--- src/rtl/qabc_pkg.sv ---
// ----------------------------------------------------------------------------
// qabc_pkg
// Types, widths and codes of the query admission budget controller.
// ----------------------------------------------------------------------------
package qabc_pkg;

   localparam int NUM_CLIENTS_DEF = 16;
   localparam int QUEUE_DEPTH     = 2;

   localparam int REQ_TYPE_W = 2;
   localparam int SLOT_W     = 4;
   localparam int TIME_W     = 32;
   localparam int SPACE_W    = 48;
   localparam int SEC_W      = 32;
   localparam int CONN_W     = 3;
   localparam int VERDICT_W  = 2;
   localparam int LIMIT_W    = 8;
   localparam int GRACE_W    = 8;
   localparam int PEND_W     = 10;
   localparam int CNT_W      = 9;

   localparam int CSR_DATA_W = 64;
   localparam int CSR_ADDR_W = 5;
   localparam int CSR_IDX_W  = 2;

   localparam logic [GRACE_W-1:0] GRACE_RESET = 8'd15;

   localparam logic [REQ_TYPE_W-1:0] REQ_REGISTER = 2'd0;
   localparam logic [REQ_TYPE_W-1:0] REQ_PROBE    = 2'd1;
   localparam logic [REQ_TYPE_W-1:0] REQ_CHANGE   = 2'd2;

   localparam logic [CONN_W-1:0] CONN_PENDING  = 3'd0;
   localparam logic [CONN_W-1:0] CONN_READING  = 3'd1;
   localparam logic [CONN_W-1:0] CONN_RUNNING  = 3'd2;
   localparam logic [CONN_W-1:0] CONN_FINISHED = 3'd3;
   localparam logic [CONN_W-1:0] CONN_ZOMBIE   = 3'd4;

   localparam logic [VERDICT_W-1:0] VERDICT_WAIT    = 2'd0;
   localparam logic [VERDICT_W-1:0] VERDICT_GRANTED = 2'd1;
   localparam logic [VERDICT_W-1:0] VERDICT_LIMITED = 2'd2;
   localparam logic [VERDICT_W-1:0] VERDICT_ACK     = 2'd3;

   typedef enum logic [CSR_IDX_W-1:0] {
      CSR_CLIENT_CAP      = 2'd0,
      CSR_AVAILABLE_TIME  = 2'd1,
      CSR_AVAILABLE_SPACE = 2'd2,
      CSR_GRACE_PERIOD    = 2'd3
   } csr_index_type;

   typedef enum logic [2:0] {
      JOB_ADD    = 3'd0,
      JOB_PROBE  = 3'd1,
      JOB_CHANGE = 3'd2,
      JOB_ACK    = 3'd3,
      JOB_WAIT   = 3'd4
   } job_kind_type;

   typedef struct packed {
      job_kind_type        kind;
      logic [SLOT_W-1:0]   slot;
      logic [TIME_W-1:0]   time_need;
      logic [SPACE_W-1:0]  space_need;
      logic                locked;
      logic                in_grace;
      logic                release_budget;
      logic                to_running;
      logic                from_pending;
      logic                from_reading;
      logic                from_running;
   } job_type;

   typedef struct packed {
      logic [LIMIT_W-1:0]  client_cap;
      logic [TIME_W-1:0]   available_time;
      logic [SPACE_W-1:0]  available_space;
   } budget_cfg_type;

   typedef struct packed {
      logic [PEND_W-1:0]   pending;
      logic [CNT_W-1:0]    reading;
      logic [CNT_W-1:0]    running;
   } ctr_type;

endpackage

--- src/rtl/qabc_if.sv ---
// ----------------------------------------------------------------------------
// qabc_req_if / qabc_rsp_if
// Valid/ready channels for request items and verdict items.
// ----------------------------------------------------------------------------
interface qabc_req_if;
   import qabc_pkg::*;

   logic                  valid;
   logic                  ready;
   logic [REQ_TYPE_W-1:0] req_type;
   logic [SLOT_W-1:0]     client_slot;
   logic [TIME_W-1:0]     time_need;
   logic [SPACE_W-1:0]    space_need;
   logic [SEC_W-1:0]      now_seconds;
   logic [SEC_W-1:0]      first_seen_seconds;
   logic [CONN_W-1:0]     old_conn_state;
   logic [CONN_W-1:0]     new_conn_state;
   logic                  index_locked;

   modport source (
      output valid, req_type, client_slot, time_need, space_need, now_seconds,
             first_seen_seconds, old_conn_state, new_conn_state, index_locked,
      input  ready
   );
   modport sink (
      input  valid, req_type, client_slot, time_need, space_need, now_seconds,
             first_seen_seconds, old_conn_state, new_conn_state, index_locked,
      output ready
   );
endinterface

interface qabc_rsp_if;
   import qabc_pkg::*;

   logic                 valid;
   logic                 ready;
   logic [VERDICT_W-1:0] verdict;

   modport source (output valid, verdict, input ready);
   modport sink (input valid, verdict, output ready);
endinterface

--- src/rtl/qabc_front.sv ---
// ----------------------------------------------------------------------------
// qabc_front
// Accepts request items and classifies them into jobs for the back end.
// ----------------------------------------------------------------------------
module qabc_front #(
   parameter int NUM_CLIENTS = qabc_pkg::NUM_CLIENTS_DEF
) (
   input  logic [qabc_pkg::GRACE_W-1:0] grace_period,
   qabc_req_if.sink                     req_ch,
   output logic                         push_valid,
   input  logic                         push_ready,
   output qabc_pkg::job_type            push_job
);
   import qabc_pkg::*;

   logic [SEC_W-1:0] elapsed;
   logic             slot_ok;

   assign push_valid   = req_ch.valid;
   assign req_ch.ready = push_ready;

   always_comb begin
      elapsed = req_ch.now_seconds - req_ch.first_seen_seconds;
      slot_ok = int'(req_ch.client_slot) < NUM_CLIENTS;

      push_job.slot           = req_ch.client_slot;
      push_job.time_need      = req_ch.time_need;
      push_job.space_need     = req_ch.space_need;
      push_job.locked         = req_ch.index_locked;
      push_job.in_grace       = elapsed < {{(SEC_W-GRACE_W){1'b0}}, grace_period};
      push_job.release_budget = (req_ch.old_conn_state == CONN_READING ||
                                 req_ch.old_conn_state == CONN_RUNNING) &&
                                (req_ch.new_conn_state == CONN_FINISHED ||
                                 req_ch.new_conn_state == CONN_ZOMBIE);
      push_job.to_running     = req_ch.new_conn_state == CONN_RUNNING;
      push_job.from_pending   = req_ch.old_conn_state == CONN_PENDING;
      push_job.from_reading   = req_ch.old_conn_state == CONN_READING;
      push_job.from_running   = req_ch.old_conn_state == CONN_RUNNING;

      case (req_ch.req_type)
         REQ_REGISTER: push_job.kind = slot_ok ? JOB_ADD : JOB_ACK;
         REQ_PROBE:    push_job.kind = slot_ok ? JOB_PROBE : JOB_WAIT;
         REQ_CHANGE:   push_job.kind = slot_ok ? JOB_CHANGE : JOB_ACK;
         default:      push_job.kind = JOB_ACK;
      endcase
   end

endmodule

--- src/rtl/qabc_queue.sv ---
// ----------------------------------------------------------------------------
// qabc_queue
// Short job queue between the front and the back end.
// ----------------------------------------------------------------------------
module qabc_queue (
   input  logic              clock,
   input  logic              reset,
   input  logic              push_valid,
   output logic              push_ready,
   input  qabc_pkg::job_type push_job,
   output logic              pop_valid,
   input  logic              pop_ready,
   output qabc_pkg::job_type head_job
);
   import qabc_pkg::*;

   localparam int PTR_W  = (QUEUE_DEPTH > 1) ? $clog2(QUEUE_DEPTH) : 1;
   localparam int FILL_W = $clog2(QUEUE_DEPTH + 1);

   job_type           entry_ff [QUEUE_DEPTH];
   logic [PTR_W-1:0]  wr_ptr_ff, wr_ptr_in;
   logic [PTR_W-1:0]  rd_ptr_ff, rd_ptr_in;
   logic [FILL_W-1:0] fill_ff, fill_in;
   logic              push, pop;

   assign push_ready = fill_ff != FILL_W'(QUEUE_DEPTH);
   assign pop_valid  = fill_ff != '0;
   assign head_job   = entry_ff[rd_ptr_ff];
   assign push       = push_valid && push_ready;
   assign pop        = pop_valid && pop_ready;

   always_comb begin
      wr_ptr_in = wr_ptr_ff;
      rd_ptr_in = rd_ptr_ff;
      if (push) begin
         wr_ptr_in = (wr_ptr_ff == PTR_W'(QUEUE_DEPTH - 1)) ? '0 : wr_ptr_ff + 1'b1;
      end
      if (pop) begin
         rd_ptr_in = (rd_ptr_ff == PTR_W'(QUEUE_DEPTH - 1)) ? '0 : rd_ptr_ff + 1'b1;
      end
      fill_in = fill_ff + FILL_W'(push) - FILL_W'(pop);
   end

   always_ff @(posedge clock) begin
      if (reset) begin
         wr_ptr_ff <= '0;
         rd_ptr_ff <= '0;
         fill_ff   <= '0;
      end else begin
         wr_ptr_ff <= wr_ptr_in;
         rd_ptr_ff <= rd_ptr_in;
         fill_ff   <= fill_in;
      end
   end

   always_ff @(posedge clock) begin
      if (push) begin
         entry_ff[wr_ptr_ff] <= push_job;
      end
   end

endmodule

--- src/rtl/qabc_back.sv ---
// ----------------------------------------------------------------------------
// qabc_back
// Executes jobs: client counter memory, budget reservations, verdict register.
// ----------------------------------------------------------------------------
module qabc_back #(
   parameter int NUM_CLIENTS = qabc_pkg::NUM_CLIENTS_DEF
) (
   input  logic                           clock,
   input  logic                           reset,
   input  qabc_pkg::budget_cfg_type       cfg,
   input  logic                           job_valid,
   input  qabc_pkg::job_type              job,
   output logic                           job_pop,
   output logic                           rsp_valid,
   input  logic                           rsp_ready,
   output logic [qabc_pkg::VERDICT_W-1:0] rsp_verdict
);
   import qabc_pkg::*;

   localparam int IDX_W = $clog2(NUM_CLIENTS);

   typedef enum logic [1:0] {
      ST_FETCH = 2'b01,
      ST_EXEC  = 2'b10
   } back_state_type;

   back_state_type        state_ff, state_in;
   ctr_type               ctr_mem [NUM_CLIENTS];
   logic [NUM_CLIENTS-1:0] ctr_valid_ff;
   ctr_type               rd_data_ff;
   logic                  rd_valid_ff;
   logic                  fit_ff, fit_in;
   logic [TIME_W-1:0]     time_reserved_ff, time_reserved_in;
   logic [SPACE_W-1:0]    space_reserved_ff, space_reserved_in;
   logic                  rsp_valid_ff, rsp_valid_in;
   logic [VERDICT_W-1:0]  verdict_ff, verdict_in;

   logic [IDX_W-1:0]      idx;
   ctr_type               cur, upd;
   logic                  fire, wr_en;
   logic [TIME_W-1:0]     time_room;
   logic [SPACE_W-1:0]    space_room;
   logic [TIME_W:0]       time_sum;
   logic [SPACE_W:0]      space_sum;
   logic [TIME_W-1:0]     time_add_sat, time_sub_sat;
   logic [SPACE_W-1:0]    space_add_sat, space_sub_sat;
   logic                  limit_on, over_pend, over_active;
   logic [PEND_W-1:0]     active_sum;
   logic [PEND_W-1:0]     pend_inc, pend_dec;
   logic [CNT_W-1:0]      read_inc, read_dec, run_step, run_final;
   logic [VERDICT_W-1:0]  verdict_new;

   assign idx         = IDX_W'(job.slot);
   assign job_pop     = fire;
   assign rsp_valid   = rsp_valid_ff;
   assign rsp_verdict = verdict_ff;

   // budget headroom check, taken while the counter memory is read
   always_comb begin
      time_room  = cfg.available_time - time_reserved_ff;
      space_room = cfg.available_space - space_reserved_ff;
      fit_in = !job.locked &&
               (cfg.available_time >= time_reserved_ff) &&
               (job.time_need <= {1'b0, time_room[TIME_W-1:1]}) &&
               (cfg.available_space >= space_reserved_ff) &&
               (job.space_need <= {1'b0, space_room[SPACE_W-1:1]});
   end

   always_comb begin
      cur = rd_valid_ff ? rd_data_ff : '0;

      time_sum      = {1'b0, time_reserved_ff} + {1'b0, job.time_need};
      space_sum     = {1'b0, space_reserved_ff} + {1'b0, job.space_need};
      time_add_sat  = time_sum[TIME_W] ? '1 : time_sum[TIME_W-1:0];
      space_add_sat = space_sum[SPACE_W] ? '1 : space_sum[SPACE_W-1:0];
      time_sub_sat  = (time_reserved_ff > job.time_need) ?
                      time_reserved_ff - job.time_need : '0;
      space_sub_sat = (space_reserved_ff > job.space_need) ?
                      space_reserved_ff - job.space_need : '0;

      limit_on    = cfg.client_cap != '0;
      over_pend   = limit_on && (cur.pending >= {1'b0, cfg.client_cap, 1'b0});
      active_sum  = {1'b0, cur.reading} + {1'b0, cur.running};
      over_active = limit_on && (active_sum >= {2'b00, cfg.client_cap});

      pend_inc  = (cur.pending == '1) ? cur.pending : cur.pending + 1'b1;
      pend_dec  = (cur.pending == '0) ? '0 : cur.pending - 1'b1;
      read_inc  = (cur.reading == '1) ? cur.reading : cur.reading + 1'b1;
      read_dec  = (cur.reading == '0) ? '0 : cur.reading - 1'b1;
      run_step  = (job.to_running && cur.running != '1) ? cur.running + 1'b1 : cur.running;
      run_final = (job.from_running && run_step != '0) ? run_step - 1'b1 : run_step;

      upd               = cur;
      verdict_new       = VERDICT_ACK;
      time_reserved_in  = time_reserved_ff;
      space_reserved_in = space_reserved_ff;
      wr_en             = 1'b0;

      case (job.kind)
         JOB_ADD: begin
            upd.pending = pend_inc;
            wr_en       = 1'b1;
         end
         JOB_PROBE: begin
            wr_en = 1'b1;
            if (over_pend) begin
               verdict_new = VERDICT_LIMITED;
            end else if (over_active || !fit_ff) begin
               if (job.in_grace) begin
                  verdict_new = VERDICT_WAIT;
               end else begin
                  upd.pending = pend_dec;
                  verdict_new = VERDICT_LIMITED;
               end
            end else begin
               upd.pending       = pend_dec;
               upd.reading       = read_inc;
               time_reserved_in  = time_add_sat;
               space_reserved_in = space_add_sat;
               verdict_new       = VERDICT_GRANTED;
            end
         end
         JOB_CHANGE: begin
            wr_en       = 1'b1;
            upd.running = run_final;
            if (job.from_pending) begin
               upd.pending = pend_dec;
            end
            if (job.from_reading) begin
               upd.reading = read_dec;
            end
            if (job.release_budget) begin
               time_reserved_in  = time_sub_sat;
               space_reserved_in = space_sub_sat;
            end
         end
         JOB_WAIT: begin
            verdict_new = VERDICT_WAIT;
         end
         default: begin
            verdict_new = VERDICT_ACK;
         end
      endcase

      fire = (state_ff == ST_EXEC) && (!rsp_valid_ff || rsp_ready);
      if (!fire) begin
         wr_en             = 1'b0;
         time_reserved_in  = time_reserved_ff;
         space_reserved_in = space_reserved_ff;
      end

      state_in = state_ff;
      case (state_ff)
         ST_FETCH: begin
            if (job_valid) begin
               state_in = ST_EXEC;
            end
         end
         ST_EXEC: begin
            if (fire) begin
               state_in = ST_FETCH;
            end
         end
         default: begin
            state_in = ST_FETCH;
         end
      endcase

      rsp_valid_in = rsp_valid_ff && !rsp_ready;
      verdict_in   = verdict_ff;
      if (fire) begin
         rsp_valid_in = 1'b1;
         verdict_in   = verdict_new;
      end
   end

   always_ff @(posedge clock) begin
      if (reset) begin
         state_ff          <= ST_FETCH;
         time_reserved_ff  <= '0;
         space_reserved_ff <= '0;
         rsp_valid_ff      <= 1'b0;
         ctr_valid_ff      <= '0;
      end else begin
         state_ff          <= state_in;
         time_reserved_ff  <= time_reserved_in;
         space_reserved_ff <= space_reserved_in;
         rsp_valid_ff      <= rsp_valid_in;
         if (wr_en) begin
            ctr_valid_ff[idx] <= 1'b1;
         end
      end
   end

   always_ff @(posedge clock) begin
      verdict_ff <= verdict_in;
      if (state_ff == ST_FETCH) begin
         fit_ff <= fit_in;
      end
   end

   // counter memory: read in fetch, write back in execute
   always_ff @(posedge clock) begin
      if (wr_en) begin
         ctr_mem[idx] <= upd;
      end
      if (state_ff == ST_FETCH) begin
         rd_data_ff  <= ctr_mem[idx];
         rd_valid_ff <= ctr_valid_ff[idx];
      end
   end

endmodule

--- src/rtl/query_admission_budget_control.sv ---
// ----------------------------------------------------------------------------
// query_admission_budget_control
// Admission controller for query requests against global time and space
// budgets with per-client rate limiting.
//
//   port     role     moves
//   req_ch   sink     request item (type, client, needs, times, states, lock)
//   rsp_ch   source   verdict item, one per request item
//   p*       slave    APB register writes and reads, 64-bit data
//
// In the back end each item gets a counter memory read at the queue head, then
// an update; the back end finishes one item before it fetches the next, while
// the queue goes on taking request items. Reset clears all client counters at
// once through per-client valid bits; no clearing pass. A full queue drops
// req_ch.ready; a verdict not taken holds the back end in its update cycle.
// ----------------------------------------------------------------------------
module query_admission_budget_control #(
   parameter int NUM_CLIENTS = qabc_pkg::NUM_CLIENTS_DEF
) (
   input  logic                            clock,
   input  logic                            reset,
   qabc_req_if.sink                        req_ch,
   qabc_rsp_if.source                      rsp_ch,
   input  logic                            psel,
   input  logic                            penable,
   input  logic                            pwrite,
   input  logic [qabc_pkg::CSR_ADDR_W-1:0] paddr,
   input  logic [qabc_pkg::CSR_DATA_W-1:0] pwdata,
   output logic [qabc_pkg::CSR_DATA_W-1:0] prdata,
   output logic                            pready
);
   import qabc_pkg::*;

   logic [LIMIT_W-1:0] client_cap_ff;
   logic [TIME_W-1:0]  available_time_ff;
   logic [SPACE_W-1:0] available_space_ff;
   logic [GRACE_W-1:0] grace_period_ff;
   csr_index_type      csr_index;
   logic               csr_write;
   budget_cfg_type     cfg;

   logic               push_valid, push_ready, pop_valid, pop_ready;
   job_type            push_job, head_job;

   assign pready    = 1'b1;
   assign csr_index = csr_index_type'(paddr[CSR_ADDR_W-1:3]);
   assign csr_write = psel && penable && pwrite;

   always_ff @(posedge clock) begin
      if (reset) begin
         client_cap_ff      <= '0;
         available_time_ff  <= '0;
         available_space_ff <= '0;
         grace_period_ff    <= GRACE_RESET;
      end else if (csr_write) begin
         case (csr_index)
            CSR_CLIENT_CAP:      client_cap_ff      <= pwdata[LIMIT_W-1:0];
            CSR_AVAILABLE_TIME:  available_time_ff  <= pwdata[TIME_W-1:0];
            CSR_AVAILABLE_SPACE: available_space_ff <= pwdata[SPACE_W-1:0];
            CSR_GRACE_PERIOD:    grace_period_ff    <= pwdata[GRACE_W-1:0];
            default:             client_cap_ff      <= client_cap_ff;
         endcase
      end
   end

   always_comb begin
      case (csr_index)
         CSR_CLIENT_CAP:      prdata = CSR_DATA_W'(client_cap_ff);
         CSR_AVAILABLE_TIME:  prdata = CSR_DATA_W'(available_time_ff);
         CSR_AVAILABLE_SPACE: prdata = CSR_DATA_W'(available_space_ff);
         CSR_GRACE_PERIOD:    prdata = CSR_DATA_W'(grace_period_ff);
         default:             prdata = '0;
      endcase
   end

   always_comb begin
      cfg.client_cap      = client_cap_ff;
      cfg.available_time  = available_time_ff;
      cfg.available_space = available_space_ff;
   end

   qabc_front #(
      .NUM_CLIENTS (NUM_CLIENTS)
   ) u_front (
      .grace_period (grace_period_ff),
      .req_ch       (req_ch),
      .push_valid   (push_valid),
      .push_ready   (push_ready),
      .push_job     (push_job)
   );

   qabc_queue u_queue (
      .clock      (clock),
      .reset      (reset),
      .push_valid (push_valid),
      .push_ready (push_ready),
      .push_job   (push_job),
      .pop_valid  (pop_valid),
      .pop_ready  (pop_ready),
      .head_job   (head_job)
   );

   qabc_back #(
      .NUM_CLIENTS (NUM_CLIENTS)
   ) u_back (
      .clock       (clock),
      .reset       (reset),
      .cfg         (cfg),
      .job_valid   (pop_valid),
      .job         (head_job),
      .job_pop     (pop_ready),
      .rsp_valid   (rsp_ch.valid),
      .rsp_ready   (rsp_ch.ready),
      .rsp_verdict (rsp_ch.verdict)
   );

endmodule

--- src/flat_wrapper.sv ---
// flat-port wrapper written by rule: the top's interface ports become plain ports
module query_admission_budget_control_flat import qabc_pkg::*;
#(
   parameter int NUM_CLIENTS = qabc_pkg::NUM_CLIENTS_DEF
)
  (clock, reset, psel, penable, pwrite, paddr, pwdata, prdata, pready, req_ch_valid, req_ch_req_type, req_ch_client_slot, req_ch_time_need, req_ch_space_need, req_ch_now_seconds, req_ch_first_seen_seconds, req_ch_old_conn_state, req_ch_new_conn_state, req_ch_index_locked, req_ch_ready, rsp_ch_valid, rsp_ch_verdict, rsp_ch_ready);
  qabc_req_if req_ch_i ();
  qabc_rsp_if rsp_ch_i ();
  input  logic clock;
  input  logic reset;
  input  logic psel;
  input  logic penable;
  input  logic pwrite;
  input  logic [qabc_pkg::CSR_ADDR_W-1:0] paddr;
  input  logic [qabc_pkg::CSR_DATA_W-1:0] pwdata;
  output logic [qabc_pkg::CSR_DATA_W-1:0] prdata;
  output logic pready;
  input wire logic [$bits(req_ch_i.valid)-1:0] req_ch_valid;
  input wire logic [$bits(req_ch_i.req_type)-1:0] req_ch_req_type;
  input wire logic [$bits(req_ch_i.client_slot)-1:0] req_ch_client_slot;
  input wire logic [$bits(req_ch_i.time_need)-1:0] req_ch_time_need;
  input wire logic [$bits(req_ch_i.space_need)-1:0] req_ch_space_need;
  input wire logic [$bits(req_ch_i.now_seconds)-1:0] req_ch_now_seconds;
  input wire logic [$bits(req_ch_i.first_seen_seconds)-1:0] req_ch_first_seen_seconds;
  input wire logic [$bits(req_ch_i.old_conn_state)-1:0] req_ch_old_conn_state;
  input wire logic [$bits(req_ch_i.new_conn_state)-1:0] req_ch_new_conn_state;
  input wire logic [$bits(req_ch_i.index_locked)-1:0] req_ch_index_locked;
  output wire logic [$bits(req_ch_i.ready)-1:0] req_ch_ready;
  output wire logic [$bits(rsp_ch_i.valid)-1:0] rsp_ch_valid;
  output wire logic [$bits(rsp_ch_i.verdict)-1:0] rsp_ch_verdict;
  input wire logic [$bits(rsp_ch_i.ready)-1:0] rsp_ch_ready;
  assign req_ch_i.valid = req_ch_valid;
  assign req_ch_i.req_type = req_ch_req_type;
  assign req_ch_i.client_slot = req_ch_client_slot;
  assign req_ch_i.time_need = req_ch_time_need;
  assign req_ch_i.space_need = req_ch_space_need;
  assign req_ch_i.now_seconds = req_ch_now_seconds;
  assign req_ch_i.first_seen_seconds = req_ch_first_seen_seconds;
  assign req_ch_i.old_conn_state = req_ch_old_conn_state;
  assign req_ch_i.new_conn_state = req_ch_new_conn_state;
  assign req_ch_i.index_locked = req_ch_index_locked;
  assign req_ch_ready = req_ch_i.ready;
  assign rsp_ch_valid = rsp_ch_i.valid;
  assign rsp_ch_verdict = rsp_ch_i.verdict;
  assign rsp_ch_i.ready = rsp_ch_ready;
  query_admission_budget_control #(.NUM_CLIENTS(NUM_CLIENTS)) u_core (.clock(clock), .reset(reset), .req_ch(req_ch_i), .rsp_ch(rsp_ch_i), .psel(psel), .penable(penable), .pwrite(pwrite), .paddr(paddr), .pwdata(pwdata), .prdata(prdata), .pready(pready));
endmodule
--- config.mk ---
export PLATFORM = sky130hd
export DESIGN_NAME = query_admission_budget_control_flat
export DESIGN_NICKNAME = d
export VERILOG_FILES = /design/src/rtl/qabc_pkg.sv /design/src/rtl/qabc_if.sv /design/src/rtl/qabc_front.sv /design/src/rtl/qabc_queue.sv /design/src/rtl/qabc_back.sv /design/src/rtl/query_admission_budget_control.sv /design/src/flat_wrapper.sv
export SDC_FILE = /design/constraint.sdc
export NUM_CORES = 2
export LEC_CHECK = 0
export BUFFER_PORTS_ARGS = -buffer_cell sky130_fd_sc_hd__buf_2
export CAP_MARGIN = 20
export CORE_MARGIN = 2
export CORE_UTILIZATION = 25
export CTS_BUF_LIST = sky130_fd_sc_hd__clkbuf_2
export DETAILED_ROUTE_END_ITERATION = 10
export GPL_ROUTABILITY_DRIVEN = 1
export PLACE_DENSITY = 0.42
export SLEW_MARGIN = 20
export SYNTH_ARGS = -nofsm -noshare
export SYNTH_HDL_FRONTEND = slang
export SYNTH_SLANG_ARGS = --single-unit
--- constraint.sdc ---
create_clock -name clock -period 5.4 [get_ports clock]
set_input_delay 0.27 -clock clock [delete_from_list [all_inputs] [get_ports clock]]
set_output_delay 0.27 -clock clock [all_outputs]
set_load 0.05 [all_outputs]
==> results.tsv <==
metric	value	unit
Filler Cell Count	21800	
fin cells	9077	
Max VDD drop	198	uV
IO Pins	302	
PD cells	268	mW/mm^2
mapped cell area	0.0529	mm^2
final setup vio count	0	
startpoint class of the critical path	flop	
num rows	168	
Util after Layout	31.5	%
CP arrival	6.78	ns
pre-CTS setup slack	-0.476	ns
initial antenna violation count	12	
CTS Buf Count	232	
register area	0.0240	mm^2
Gate Count Post-Synth	5125	
leakage	25.8	nW
CTS tree	built	
Post-Synth XOR/XNOR Area	3.82	%
Distinct cells, synth	95	
largest net degree at the start of global routing	102	
core area	0.210	mm^2
Rel. slew slack	18.0	%
chip height	464	um
first-pass GRT wire length	283000	um
Total GRT Usage	17.4	%
CTS sink cnt	866	
area grow syn2layout	25.0	%
YS warnings	0	
worst skew pair latency	1.78	ns
clk_skew	0.133	ns
layout cells sized above 1	17.7	%
main combinational cell family by area after synthesis	compound AO/OA/AOI/OAI gates	
crit-path max FO	4	
area post-placement	0.0586	mm^2
Final Wtd Congestion	0.884	
layout net count	6698	
critical path class	flop to flop	
Die Area	0.215	mm^2
Final period util	96.3	%
sequential share of the synthesized area	45.4	%
initial DRC count	3035	
crit end category	flop	
finished layout cell area	0.0661	mm^2
vias post-DR	43800	
gr ovfl total	0	
setup repair after global routing missed its margin	true	
die span in x	464	um
Simple-Gate Fraction of Synth Area	12.7	%
CP required	6.98	ns
Hold Crit Class	input port to flop	
compound-gate portion of the synthesized area	16.2	%
vias per cell	4.83	
drt drc	0	
Top FF cell, synth	edfxtp_1	
clock slew at reported path FFs	0.12	ns
Synth Register Bits	866	
Placed Instances	8119	
pins over their slew limit	0	
Post-synth EDFFs	666	
post-route ant nets	0	
Starting Density	25.2	%
Initial DRT Pass Iterations	6	
WHS	0.222	ns
vias in the first global route	44100	
status	finished, final reports clean	
dpl hpwl	139000	um
Hold Vio Cnt, Final	0	
WL per Instance	21.3	um
fin worst setup slack	0.201	ns
CTS root buffer	clkbuf_2	
mux contribution to synthesized area	7.63	%
PortBufs	265	
Slew @ Worst Pin	1.23	ns
post-synthesis adder-cell area fraction	9.62	%
WL final	193000	um
syn_area_per_cell	10.3	um^2
Synth async-reset ratio	0	%
Fmax	192	MHz
clk buf depth	3	
multi-input logic area	0.0270	mm^2
Final min period	5.20	ns
H-Tree Depth	4	
Max Cap Violations	0	
-- per-stage QoR --
| stage | power [mW] | TNS, ns |
|---|---|---|
| after detailed placement | 12.6 | -0.476 |
| after CTS | 17.9 | 0 |
| after global routing | 18.9 | -0.0600 |
| final | 17.7 | 0 |
| after floorplan | 11.0 | 0 |
| after global placement | 12.6 | -0.519 |
-- flip-flops by register name, summed over array words and instances, names as in the netlist, named ones only --
signal                           cells
u_core.available_space_ff           48
u_core.available_time_ff            32
u_core.client_cap_ff                 8
u_core.grace_period_ff               8
u_core.u_back.ctr_mem              448
u_core.u_back.ctr_valid_ff          16
u_core.u_back.fit_ff                 1
u_core.u_back.rd_data_ff            28
u_core.u_back.rd_valid_ff            1
u_core.u_back.rsp_valid              1
u_core.u_back.rsp_verdict            2
u_core.u_back.space_reserved_ff     48
u_core.u_back.state_ff               2
u_core.u_back.time_reserved_ff      32
u_core.u_queue.entry_ff            186
u_core.u_queue.fill_ff               2
u_core.u_queue.rd_ptr_ff             1
u_core.u_queue.wr_ptr_ff             1
-- layout make-up --
| cell class | instances | area share, % |
|---|---|---|
| Sequential cell | 866 | 36.3 |
| Multi-Input combinational cell | 3651 | 40.8 |
| Clock inverter | 80 | 0.651 |
| Tap cell | 2805 | 5.31 |
| Clock buffer | 348 | 2.63 |
| Timing Repair Buffer | 956 | 12.3 |
| Inverter | 356 | 2.02 |
| Antenna cell | 15 | 0.0567 |
-- synthesized netlist by cell type (26+ instances only) --
library cell / number / area share (%)
xnor2_1: 168 / 2.8
mux2i_1: 111 / 2.1
clkbuf_1: 188 / 1.3
nor4_1: 29 / 0.34
nand4_1: 54 / 0.64
inv_1: 349 / 2.5
nand2b_1: 51 / 0.60
edfxtp_1: 666 / 38
xor2_1: 63 / 1.0
nor3_1: 123 / 1.2
dfxtp_1: 200 / 7.6
a21oi_1: 419 / 4.0
and2_1: 42 / 0.50
o21bai_1: 64 / 0.91
and3_1: 63 / 0.74
ha_1: 394 / 9.3
a211oi_1: 62 / 0.88
nand2_1: 527 / 3.7
o31ai_1: 39 / 0.55
nor2_1: 370 / 2.6
a31oi_1: 76 / 0.90
o21a_1: 38 / 0.54
mux4_2: 124 / 5.3
nand3_1: 75 / 0.71
a21o_1: 113 / 1.6
nor2b_1: 42 / 0.50
buf_1: 36 / 0.26
o21ai_0: 213 / 2.0
a22o_1: 26 / 0.43
-- layer usage --
layer,wire (um),track usage (%),vias to the layer above
li1,-,-,20900
met1,87200,22.9,21400
met2,91000,28.8,1164
met3,8870,2.95,306
met4,6270,5.87,6
met5,46,0,-
-- timing repair --
item / in CTS / in global routing
setup endpoints to repair: 1 / 67
resized for setup: 25 / 24
pin swaps: 16 / 19
buffers inserted: 4 / 4
hold buffers: 507 / 0
hold endpoints to repair: 790 / 0
-- path summary, 6_finish.rpt --
path | from | slack (ns) | depth (start not counted) | endpoint
worst max-delay path | u_core.u_back.space_reserved_ff[1] | 0.20 | 23 | u_core.u_back.fit_ff
worst min-delay path | psel | 0.22 | 6 | u_core.client_cap_ff[5]
worst max register to register | u_core.u_back.space_reserved_ff[1] | 0.20 | 23 | u_core.u_back.fit_ff
worst min register to register | u_core.u_back.ctr_valid_ff[10] | 0.48 | 2 | u_core.u_back.ctr_valid_ff[10]
-- critical path, cell delays in order, from the launching register on --
cell and delay, ns:
dfxtp_2 0.34, inv_2 0.12, ha_4 0.22, nor2b_1 0.13
o31a_1 0.33, nor3_2 0.11, buf_4 0.17, o41ai_4 0.08
a211oi_2 0.21, buf_4 0.18, a211oi_2 0.08, o31a_1 0.29
a41o_1 0.30, o21a_2 0.25, a221oi_1 0.33, xor2_1 0.16
ha_1 0.34, nand2_1 0.09, nor3_4 0.24, nand4_1 0.22
nor2_1 0.15, nand4_1 0.20, a32o_2 0.30, nor4_2 0.13
-- power breakdown --
part	leakage [nW]	switching [mW]	internal (mW)
clock	1.66	3.01	1.87
sequential	7.78	0.138	7.70
combinational	16.4	3.06	1.95
-- placed cells by master (no fill, tap or decap), types with 37 or more instances in the layout --
master         synthesis  routed
a211oi_1              62      60
and3_1                63      61
dfxtp_1              200     196
nor3_1               123     115
edfxtp_1             666     666
mux2i_1              111     106
xor2_1                63      63
buf_2                 23     264
nand4_1               54      54
buf_4                 19     160
o21a_1                38      37
a21oi_1              419     415
inv_1                349     348
dlygate4sd3_1          0     505
xnor2_1              168     165
clkinv_1               5      59
o31ai_1               39      38
and2_1                42      40
ha_1                 394     390
a31oi_1               76      74
o21bai_1              64      63
clkbuf_2               0     348
nand3_1               75      75
nor2_1               370     357
nand2b_1              51      51
nand2_1              527     525
nor2b_1               42      39
a21o_1               113     113
mux4_2               124     124
o21ai_0              213     207
-- kinds of logic (layout without fill, tap and decap cells) --
kind of cell / Yosys count / after routing
simple gates: 1457 / 1457
compound gates: 1297 / 1297
flops: 866 / 866
buf+inv: 623 / 1740
fa+ha+maj: 402 / 402
mux: 247 / 247
xor+xnor: 231 / 231
other cells: 2 / 32
(Power assumes the default switching activity.)
